## config.mk

```make
export PLATFORM = sky130hd
export DESIGN_NAME = eight_bit_alu_with_flags
export DESIGN_NICKNAME = d
export VERILOG_FILES = /design/src/eba_pkg.sv /design/src/eight_bit_alu_with_flags.sv /design/src/eba_core.sv
export SDC_FILE = /design/constraint.sdc
export NUM_CORES = 1
export LEC_CHECK = 0
export BUFFER_PORTS_ARGS = -buffer_cell sky130_fd_sc_hd__buf_2
export CAP_MARGIN = 25
export CORE_MARGIN = 10
export CORE_UTILIZATION = 35
export CTS_CLUSTER_SIZE = 12
export DETAILED_ROUTE_END_ITERATION = 8
export SYNTH_ARGS = -nofsm -noshare
export SYNTH_HDL_FRONTEND = slang
export SYNTH_SLANG_ARGS = --single-unit
```

## constraint.sdc

```tcl
create_clock -name aclk -period 10.5 [get_ports aclk]
set_input_delay 1.05 -clock aclk [delete_from_list [all_inputs] [get_ports aclk]]
set_output_delay 1.05 -clock aclk [all_outputs]
set_load 0.01 [all_outputs]
```

## src/eba_pkg.sv

```systemverilog
package eba_pkg;

    // Operation codes of the arithmetic and flag unit
    typedef enum logic [3:0] {
        OP_ADD     = 4'd0,
        OP_ADC     = 4'd1,
        OP_SUB     = 4'd2,
        OP_SBB     = 4'd3,
        OP_CMP     = 4'd4,
        OP_ADD_KC  = 4'd5,
        OP_SUB_KC  = 4'd6,
        OP_DAA     = 4'd7,
        OP_CMA     = 4'd8,
        OP_STC     = 4'd9,
        OP_CMC     = 4'd10
    } op_t;

    // Processor status flags
    typedef struct packed {
        logic carry;
        logic aux;
        logic zero;
        logic parity;
        logic sign;
    } flags_t;

    // Decimal adjust constants
    localparam logic [8:0] DAA_LOW_ADJ   = 9'h006;
    localparam logic [8:0] DAA_HIGH_ADJ  = 9'h060;
    localparam logic [4:0] DAA_DIGIT_MAX = 5'd9;

endpackage

```

## src/eight_bit_alu_with_flags.sv

```systemverilog
// Eight-bit arithmetic and flag unit, two register stages.
// An accepted word is held in the input register, then in the result register, before it is valid at the output.
// Throughput: one word per cycle while m_ready is high; an input register and a result register form the pipe.
// Reset: aresetn low clears both stage valid bits; payload registers are not reset.
module eight_bit_alu_with_flags (
    input  logic       aclk,
    input  logic       aresetn,
    input  logic       s_valid,
    output logic       s_ready,
    input  logic [3:0] s_operation,
    input  logic [7:0] s_first_operand,
    input  logic [7:0] s_second_operand,
    input  logic       s_carry_in,
    input  logic       s_aux_carry_in,
    input  logic       s_zero_in,
    input  logic       s_parity_in,
    input  logic       s_sign_in,
    output logic       m_valid,
    input  logic       m_ready,
    output logic [7:0] m_result_byte,
    output logic       m_carry_out,
    output logic       m_aux_carry_out,
    output logic       m_zero_out,
    output logic       m_parity_out,
    output logic       m_sign_out
);

    logic            in_valid_reg;
    eba_pkg::op_t    op_reg;
    logic [7:0]      a_reg;
    logic [7:0]      b_reg;
    eba_pkg::flags_t flags_in_reg;

    logic            out_valid_reg;
    logic [7:0]      result_reg;
    eba_pkg::flags_t flags_out_reg;

    logic            out_load;
    logic            in_load;
    logic [7:0]      result_next;
    eba_pkg::flags_t flags_next;

    // Advance when the next stage is empty or drained this cycle
    assign out_load = !out_valid_reg || m_ready;
    assign s_ready  = !in_valid_reg || out_load;
    assign in_load  = s_valid && s_ready;

    // Hold the input word
    always_ff @(posedge aclk) begin
        if (!aresetn) begin
            in_valid_reg <= 1'b0;
        end else if (s_ready) begin
            in_valid_reg <= s_valid;
        end
        if (in_load) begin
            op_reg       <= eba_pkg::op_t'(s_operation);
            a_reg        <= s_first_operand;
            b_reg        <= s_second_operand;
            flags_in_reg <= '{carry: s_carry_in, aux: s_aux_carry_in, zero: s_zero_in,
                              parity: s_parity_in, sign: s_sign_in};
        end
    end

    eba_core u_core (
        .op             (op_reg),
        .first_operand  (a_reg),
        .second_operand (b_reg),
        .flags_in       (flags_in_reg),
        .result_byte    (result_next),
        .flags_out      (flags_next)
    );

    // Hold the result word until taken
    always_ff @(posedge aclk) begin
        if (!aresetn) begin
            out_valid_reg <= 1'b0;
        end else if (out_load) begin
            out_valid_reg <= in_valid_reg;
        end
        if (out_load && in_valid_reg) begin
            result_reg    <= result_next;
            flags_out_reg <= flags_next;
        end
    end

    assign m_valid         = out_valid_reg;
    assign m_result_byte   = result_reg;
    assign m_carry_out     = flags_out_reg.carry;
    assign m_aux_carry_out = flags_out_reg.aux;
    assign m_zero_out      = flags_out_reg.zero;
    assign m_parity_out    = flags_out_reg.parity;
    assign m_sign_out      = flags_out_reg.sign;

endmodule

```

## src/eba_core.sv

```systemverilog
module eba_core (
    input  eba_pkg::op_t   op,
    input  logic [7:0]     first_operand,
    input  logic [7:0]     second_operand,
    input  eba_pkg::flags_t flags_in,
    output logic [7:0]     result_byte,
    output eba_pkg::flags_t flags_out
);

    logic       use_carry;
    logic [8:0] add_sum;
    logic [4:0] add_nib;
    logic [8:0] sub_diff;
    logic [4:0] sub_nib;
    logic       daa_low;
    logic [8:0] daa_t1;
    logic       daa_high;
    logic [8:0] daa_t2;

    // Carry enters only for add with carry and subtract with borrow
    assign use_carry = flags_in.carry && (op == eba_pkg::OP_ADC || op == eba_pkg::OP_SBB);

    // Adder and subtractor with nibble carry and borrow
    assign add_sum  = {1'b0, first_operand} + {1'b0, second_operand} + {8'd0, use_carry};
    assign add_nib  = {1'b0, first_operand[3:0]} + {1'b0, second_operand[3:0]}
                      + {4'd0, use_carry};
    assign sub_diff = {1'b0, first_operand} - {1'b0, second_operand} - {8'd0, use_carry};
    assign sub_nib  = {1'b0, first_operand[3:0]} - {1'b0, second_operand[3:0]}
                      - {4'd0, use_carry};

    // Decimal adjust: low digit first, then the high digit on the nine-bit sum
    assign daa_low  = flags_in.aux
                      || ({1'b0, first_operand[3:0]} > eba_pkg::DAA_DIGIT_MAX);
    assign daa_t1   = {1'b0, first_operand} + (daa_low ? eba_pkg::DAA_LOW_ADJ : 9'd0);
    assign daa_high = flags_in.carry || (daa_t1[8:4] > eba_pkg::DAA_DIGIT_MAX);
    assign daa_t2   = daa_t1 + (daa_high ? eba_pkg::DAA_HIGH_ADJ : 9'd0);

    // Select result and flags per operation
    always_comb begin
        logic       set_zps;
        logic [7:0] zps_byte;
        set_zps     = 1'b0;
        zps_byte    = first_operand;
        result_byte = first_operand;
        flags_out   = flags_in;
        unique case (op)
            eba_pkg::OP_ADD, eba_pkg::OP_ADC, eba_pkg::OP_ADD_KC: begin
                result_byte   = add_sum[7:0];
                flags_out.aux = add_nib[4];
                if (op != eba_pkg::OP_ADD_KC) begin
                    flags_out.carry = add_sum[8];
                end
                set_zps  = 1'b1;
                zps_byte = add_sum[7:0];
            end
            eba_pkg::OP_SUB, eba_pkg::OP_SBB, eba_pkg::OP_SUB_KC: begin
                result_byte   = sub_diff[7:0];
                flags_out.aux = sub_nib[4];
                if (op != eba_pkg::OP_SUB_KC) begin
                    flags_out.carry = sub_diff[8];
                end
                set_zps  = 1'b1;
                zps_byte = sub_diff[7:0];
            end
            eba_pkg::OP_CMP: begin
                flags_out.aux   = sub_nib[4];
                flags_out.carry = sub_diff[8];
                set_zps  = 1'b1;
                zps_byte = sub_diff[7:0];
            end
            eba_pkg::OP_DAA: begin
                result_byte = daa_t2[7:0];
                if (daa_high) begin
                    flags_out.carry = 1'b1;
                end
                set_zps  = 1'b1;
                zps_byte = daa_t2[7:0];
            end
            eba_pkg::OP_CMA: begin
                result_byte = ~first_operand;
            end
            eba_pkg::OP_STC: begin
                flags_out.carry = 1'b1;
            end
            eba_pkg::OP_CMC: begin
                flags_out.carry = ~flags_in.carry;
            end
            default: begin
                // unused codes pass everything through
                result_byte = first_operand;
            end
        endcase
        if (set_zps) begin
            flags_out.zero   = (zps_byte == 8'd0);
            flags_out.parity = ~(^zps_byte);
            flags_out.sign   = zps_byte[7];
        end
    end

endmodule

```

# After elaboration in Yosys (flattened, before gate mapping)
# Cells that the tools add are included.
[op_classes]
n_addsub = 10
magnitude_cmp = 2
eq_ne = 12
muxes = 11
bitwise = 3
reduce_logical = 17
[op_table]
columns = ["operator", "count"]
rows = [
  ["case mux 8 bit (4 select lines)", 1],
  ["case mux 8 bit (3 select lines)", 1],
  ["== test 4 x 3 -> 1 bit (second input constant)", 4],
  ["== test 4 bit (second input constant)", 3],
  ["adder 8 x 3 -> 9 bit", 1],
  ["adder 8 x 8 -> 9 bit", 1],
  ["adder 9 x 1 -> 9 bit", 1],
  ["subtractor 8 x 8 -> 9 bit", 1],
  ["subtractor 9 x 1 -> 9 bit", 1],
  ["adder 8 bit", 1],
  ["== test 4 x 2 -> 1 bit (second input constant)", 2],
  ["logical NOT 8 bit", 1],
  ["inequality test 4 x 3 -> 1 bit (second input constant)", 2],
  ["inverter 8 bit", 1],
  ["OR reduction 8 bit", 1],
  ["XOR reduction 8 bit", 1],
  ["two-way mux 7 bit", 1],
  ["two-way mux 3 bit", 2],
  ["case mux 1 bit (6 select lines)", 1],
  ["OR reduction 3 bit", 2],
  ["adder 4 x 4 -> 5 bit", 1],
  ["adder 5 x 1 -> 5 bit", 1],
  ["greater-than comparator 5 x 4 -> 1 bit (second input constant)", 1],
  ["logical OR 1 bit", 5],
  ["11 further kinds", 18],
]
[totals]
reg_bits = 40
out_inout_bits = 15

# Logic depth before layout (Yosys ltp)
# Gate-level depths: netlist of run 1.
[depth]
word_depth = 12
depth_mapped = 19
mapped_depth_nobuf = 18

# Hierarchy
# From an unflattened synthesis of run 1, not the netlist that was laid out.
[unflattened]
cells_unflattened = 289
hier_area_um2 = 2999.1
[by_module_without_submodules]
columns = ["mod", "instances", "cells_each", "area_per_inst_um2"]
rows = [
  ["eba_core", 1, 242, 1754.2],
  ["eight_bit_alu_with_flags", 1, 47, 1244.9],
]

# Least setup slack after synthesis of run 1
# No wires, ideal clock.
[synth_path]
kind = "reg-to-reg"
from = "reg a_reg[3]"
to = "reg flags_out_reg, in the netlist m_parity_out, data pin"
setup_time_ns = 0.270
arrival_time_ns = 3.847
required_time_ns = 10.230
path_slack_ns = 6.382
path_stages_with_launch = 20
period_less_slack_ns = 4.118
path_cell_list = "edfxtp_1 -> clkbuf_1 -> o21ai_0 -> nand2b_1 -> ha_1 -> inv_1 -> fa_1 -> and3b_1 -> o21ai_0 -> o21ai_0 -> ha_1 -> fa_1 -> nand2_1 -> o21ai_0 -> a311o_1 -> mux2i_1 -> ha_1 -> xor2_1 -> xnor2_1 -> o21ai_0"
[synth_rtl]
columns = ["element", "line", "source"]
rows = [
  ["from (decl)", "eight_bit_alu_with_flags.sv:30", "logic [7:0] a_reg;"],
  ["from (signal assigned)", "eight_bit_alu_with_flags.sv:57", "a_reg <= s_first_operand;"],
  ["to (signal assigned)", "eight_bit_alu_with_flags.sv:82", "flags_out_reg <= flags_next;"],
  ["to (decl)", "eight_bit_alu_with_flags.sv:36", "eba_pkg::flags_t flags_out_reg;"],
]

==> results of run 1 <==
==> power groups by stage <==
| stage | clock [mW] | sequential (mW) | combinational [mW] |
|---|---|---|---|
| after detailed placement | 0 | 0.200 | 0.135 |
| after CTS | 0.102 | 0.196 | 0.136 |
| final | 0.0980 | 0.196 | 0.137 |
| after global placement | 0 | 0.200 | 0.133 |
| after floorplan | 0 | 0.199 | 0.101 |
| after global routing | 0.108 | 0.198 | 0.153 |
==> logic make-up (layout without fill, tap and decap cells) <==
group / Yosys count / count (layout) / synth area share, %
AO/OA/AOI/OAI: 78 / 78 / 18.7
XOR/XNOR: 19 / 19 / 5.38
adder cells (fa/ha/maj): 34 / 34 / 15.2
buffers and inverters: 39 / 84 / 5.06
flip-flops: 40 / 40 / 38.2
multiplexers: 9 / 9 / 2.96
AND/OR/NAND/NOR: 83 / 83 / 14.5
==> final cells by class <==
cell class | instances | area, sq um
fill | 892 | 5180
multi-input combinational | 223 | 1750
sequential | 40 | 1180
timing repair buffer | 46 | 238
tap | 108 | 135
inverter | 30 | 113
clock buffer | 7 | 76.3
clock inverter | 1 | 3.75
==> metrics by stage <==
step	utilization (%)	hold slack [ps]	std cells	worst slack, ps	cell area, sq um
3_5_place_dp	39.3	502	446	5950	3410
3_3_place_gp	39.3	494	446	6100	3410
6_report	40.3	518	455	5950	3500
4_1_cts	40.2	520	454	5940	3490
2_1_floorplan	-	477	302	6380	3090
5_1_grt	40.3	562	455	5580	3500
==> synthesized netlist by cell type, types with 4 or more instances <==
library cell	number	area [sq um]
a21o_1	5	37.5
fa_1	6	120
nor2b_1	7	43.8
nand2b_1	6	37.5
o22ai_1	4	25.0
o21ai_0	16	80.1
nand3_1	8	40.0
xnor2_1	15	131
mux2i_1	8	80.1
a2bb2oi_1	5	43.8
ha_1	28	350
edfxtp_1	38	1140
inv_1	29	109
clkbuf_1	5	18.8
a21oi_1	8	40.0
xor2_1	4	35.0
nor2_1	13	48.8
nand2_1	23	86.3
o211ai_1	6	45.0
==> worst max-delay path, cell delays in order (launching register included) <==
cell and delay [ps]:
edfxtp_1 610, o21ai_0 170, nand2b_1 140, ha_1 190, inv_1 60, fa_1 410, and3b_1 270, o21ai_0 80
o21ai_0 380, ha_1 260, fa_1 410, nand2_1 60, o21ai_0 110, a311o_1 350, mux2i_1 150, ha_1 260
xor2_1 170, xnor2_1 140, o21ai_0 80
==> worst max-delay path by stage <==
stage,start,endpoint,cells after the start
after floorplan,a_reg[3]$_DFFE_PP_,m_parity_out$_DFFE_PP_,19
after global placement,a_reg[1]$_DFFE_PP_,m_parity_out$_DFFE_PP_,18
after detailed placement,a_reg[1]$_DFFE_PP_,m_parity_out$_DFFE_PP_,18
after CTS,a_reg[1]$_DFFE_PP_,m_parity_out$_DFFE_PP_,18
after global routing,a_reg[1]$_DFFE_PP_,m_parity_out$_DFFE_PP_,18
final,a_reg[1]$_DFFE_PP_,m_parity_out$_DFFE_PP_,18
==> per-layer routing <==
layer / up-vias / wire, um / share of wire [%] / GRT usage (%)
met5: - / 0 / 0 / 0
met3: 11 / 578 / 7.6 / 3.20
met4: 0 / 168 / 2.2 / 4.34
li1: 1211 / - / - / -
met2: 91 / 3330 / 44 / 18.0
met1: 1131 / 3550 / 47 / 15.6
==> impl_metrics.tcl, run 1 <==
set metrics [dict create \
    final_common_cell "buf_2" \
    synth_nets 365 \
    num_antenna_cells 0 \
    rrSetupSlack_ps 5950 \
    clockBufferDepth 2 \
    grt_pass1_vias 2456 \
    nNetsFinal 409 \
    synth_area_sq_um 3090 \
    p_leak_nw 1.48 \
    crit_fanout 11 \
    finalPower_mw 0.431 \
    max_slew_margin_pct 60.3 \
    hp-class "register to register" \
    hold_path_startpoint "in_valid_reg$_SDFFE_PN0N_" \
    seqPwrFrac_pct 45.5 \
    htreeDepth 2 \
    async_flop_share_pct 0 \
    critPathKind "register to register" \
    start_kind "register" \
    end_kind "register" \
    syn_inst 302 \
    cts_tree "yes" \
    grt_pass1_wl_um 12500 \
    gr-usage-all-layers_pct 11.8 \
    yosysUniqueCellTypes 62 \
    dieArea_sq_um 13000 \
    max_freq_mhz 220 \
    drtPass1Iterations 6 \
    cap_violations 0 \
    setup_violations 0 \
    hpwl_um 6230 \
    port_buffers 43 \
    die_h_um 114 \
    antenna_found_initial 0 \
    ys_warn_count 0 \
    swShare_pct 31.5 \
    worstPathArrival_ps 4580 \
    reg2reg_to "m_parity_out$_DFFE_PP_" \
    tns_ps 0 \
    cts_buffers 5 \
    clock_skew_ps 4.36 \
    cts_sinks 40 \
    synth_edf_count 38 \
    ys.flop_type "edfxtp_1" \
    clock_latency_ps 290 \
    comb_power_share_pct 31.7 \
    holdPathEnd "m_valid$_SDFFE_PN0P_" \
    final_max_slew_viol_count 0 \
    gp_congestion 0.929 \
    cp_data_required_time_ps 10540 \
    die-width_um 114 \
    cts_root_buffer "clkbuf_8" \
    min_period_over_period_pct 43.3 \
    vias 2444 \
    rows 34 \
    area_growth_pct 13.2 \
    drt_wl_total_um 7630 \
    ys_ff_latch 40 \
    core-area_sq_um 8680 \
    outcome "finished clean" \
    wl_per_cell_um 16.8 \
    p_sw_mw 0.136 \
    yosysSeqAreaShare_pct 38.2 \
    clockPowerShare_pct 22.7 \
    power_density_nw_per_um2 123 \
    finalHoldViolCount 0 \
    cts_resized 0 \
    ant_nets 0 \
    power.internal_mw 0.296 \
    worstMarginPinSlew_ps 581 \
    hold_depth 1 \
    drc 0 \
    layout_common_cells "43 x buf_2, 38 x edfxtp_1, 29 x inv_1, 28 x ha_1, 23 x nand2_1" \
    initial_core_util_pct 35.6 \
    hold_buffers 0 \
    cts_setup_buffers 0 \
    drive_gt1_share_pct 17.0 \
    via_per_inst 5.37 \
    first_iter_violations 195 \
    final.min_clock_period_ps 4550 \
    rr_startpoint "a_reg[1]$_DFFE_PP_" \
    syn_area_per_cell_sq_um 10.2 \
    boundaryPins 44 \
    irDropWorstVdd_mv 0.0482 \
    worstRegToRegCells 18 \
    grt_overflow 0 \
    rsz0062_at_grt "false" \
    grt_start_max_net_pins 26 \
    cts.clk_slew.worst_paths_ps 70 \
]
(Power assumes the default switching activity.)
==> run 2, diff against run 1 <==
==> constraint.sdc (replaced) <==
create_clock -name aclk -period 3.9 [get_ports aclk]
set_input_delay 0.39 -clock aclk [delete_from_list [all_inputs] [get_ports aclk]]
set_output_delay 0.39 -clock aclk [all_outputs]
set_load 0.01 [all_outputs]
==> run 2 against run 1 <==
Effect of this change:
- clock power grew to 2.7 times the previous value
- critical path depth unchanged
- utilization is 2.0 points higher
- worst setup slack got worse by 5900 ps
- die area is the same
- critical endpoint unchanged
==> impl_metrics.tcl, run 2 (synthesis gave the netlist of run 1 again) <==
set metrics [dict create \
    cp_cell_sequence "o21ai_2 -> nand2b_1 -> ha_2 -> inv_2 -> fa_2 -> and4b_1 -> a311oi_2 -> o21ai_2 -> ha_2 -> fa_2 -> xor2_1 -> xnor2_1 -> a2bb2oi_2 -> o2111a_1 -> ha_1 -> xor2_1 -> xnor2_1 -> o21ai_1" \
    cts_tree "yes" \
    htreeDepth 2 \
    dieArea_sq_um 13000 \
    drive_gt1_share_pct 23.6 \
    ant_nets 0 \
    rsz0062_at_grt "true" \
    wl_per_cell_um 17.0 \
    antenna_found_initial 0 \
    slowest_stage "edfxtp_1" \
    num_antenna_cells 0 \
    clockBufferDepth 2 \
    drtPass1Iterations 4 \
    die_h_um 114 \
    port_buffers 43 \
    critPathKind "register to register" \
    grt_start_max_net_pins 25 \
    first_iter_violations 188 \
    gr-usage-all-layers_pct 12.4 \
    layout_common_cells "43 x buf_2, 38 x edfxtp_1, 28 x inv_1, 26 x ha_1, 23 x nand2_1" \
    p_leak_nw 1.57 \
    cpLargestDelayFamily "adder cells" \
    grt_pass1_vias 2514 \
    max_slew_margin_pct 66.4 \
    drc 0 \
    area_growth_pct 18.9 \
    irDropWorstVdd_mv 0.145 \
    boundaryPins 44 \
    place_area_sq_um 3540 \
    grt_overflow 0 \
    cts_root_buffer "clkbuf_8" \
    fin_area_sq_um 3680 \
    min_period_over_period_pct 98.8 \
    finalHoldViolCount 0 \
    die-width_um 114 \
    power_density_nw_per_um2 325 \
    dp_cells 460 \
    final.min_clock_period_ps 3850 \
    hpwl_um 6390 \
    max_freq_mhz 260 \
    setup_violations 0 \
    initial_core_util_pct 35.6 \
    fin_cells 473 \
    crit_fanout 3 \
    clock_latency_ps 300 \
    grt_pass1_wl_um 12900 \
    rows 34 \
    final_common_cell "buf_2" \
    path_buf_inv 1 \
    cp_data_required_time_ps 3950 \
    holdWs_ps 262 \
    clock_skew_ps 5.75 \
    cap_violations 0 \
    cts_buffers 5 \
    nNetsFinal 427 \
    drt_wl_total_um 8030 \
    vias 2532 \
    worstMarginPinSlew_ps 491 \
    cp_slowest_stage_delay_ps 420 \
    gp_congestion 0.904 \
    core-area_sq_um 8680 \
    via_per_inst 5.35 \
    cts.clk_slew.worst_paths_ps 70 \
    final_max_slew_viol_count 0 \
    worstPathArrival_ps 3900 \
    tns_ps 0 \
    outcome "finished clean" \
    end_kind "register" \
    hp-class "input pin to register" \
    cts_sinks 40 \
    start_kind "register" \
]
==> run 2: cell types whose count changed in the layout (fill, tap and decap cells not counted), sizes merged <==
cell	previous run	this run
buf	46	64
==> run 2: metal layers <==
metal  GRT usage [%]  up-vias  wire length (um)  part of all wire [%]
met5               0        -                 0                     0
met4            3.68        0               129                   1.6
met3            2.94       11               477                   5.9
met2            20.3       71              3700                    46
met1            15.9     1198              3720                    46
li1                -     1252                 -                     -
==> run 2: metrics by stage <==
stage	util, %	worst slack [ps]	total power, mW
2_1_floorplan	-	16.4	0.812
3_3_place_gp	40.7	52.8	0.922
3_5_place_dp	40.8	-30.7	0.925
4_1_cts	41.9	13.7	1.20
5_1_grt	42.4	-214	1.27
6_report	42.4	47.0	1.19
==> run 2: final cells by class <==
type	count	area, sq um
clock inverters	1	3.75
repair buffers	64	384
fillers	865	5000
flip-flops and latches	40	1180
clock buffers	7	76.3
well taps	108	135
multi-input cells	223	1780
inverters	30	113
==> run 2: timing repair <==
action | 4_1_cts | 5_1_grt
gates cloned | 0 | 0
pin swaps | 1 | 8
hold buffers | 0 | 0
buffers inserted | 2 | 2
setup endpoints to repair | 1 | 1
gates resized for setup | 1 | 5
==> run 2: power by group <==
part           internal [mW]  total [mW]  switching (mW)
Sequential             0.506       0.519          0.0130
Combinational          0.185       0.408           0.223
Clock                  0.125       0.268           0.143
Total                  0.815        1.19           0.379
==> run 2: worst paths after layout <==
check / startpoint / slack, ps / cells after the start / end
max: a_reg[1]$_DFFE_PP_ / 50 / 18 / m_parity_out$_DFFE_PP_
min: s_first_operand[4] / 260 / 1 / a_reg[4]$_DFFE_PP_
max reg2reg: a_reg[1]$_DFFE_PP_ / 50 / 18 / m_parity_out$_DFFE_PP_
min reg2reg: in_valid_reg$_SDFFE_PN0N_ / 530 / 1 / m_valid$_SDFFE_PN0P_
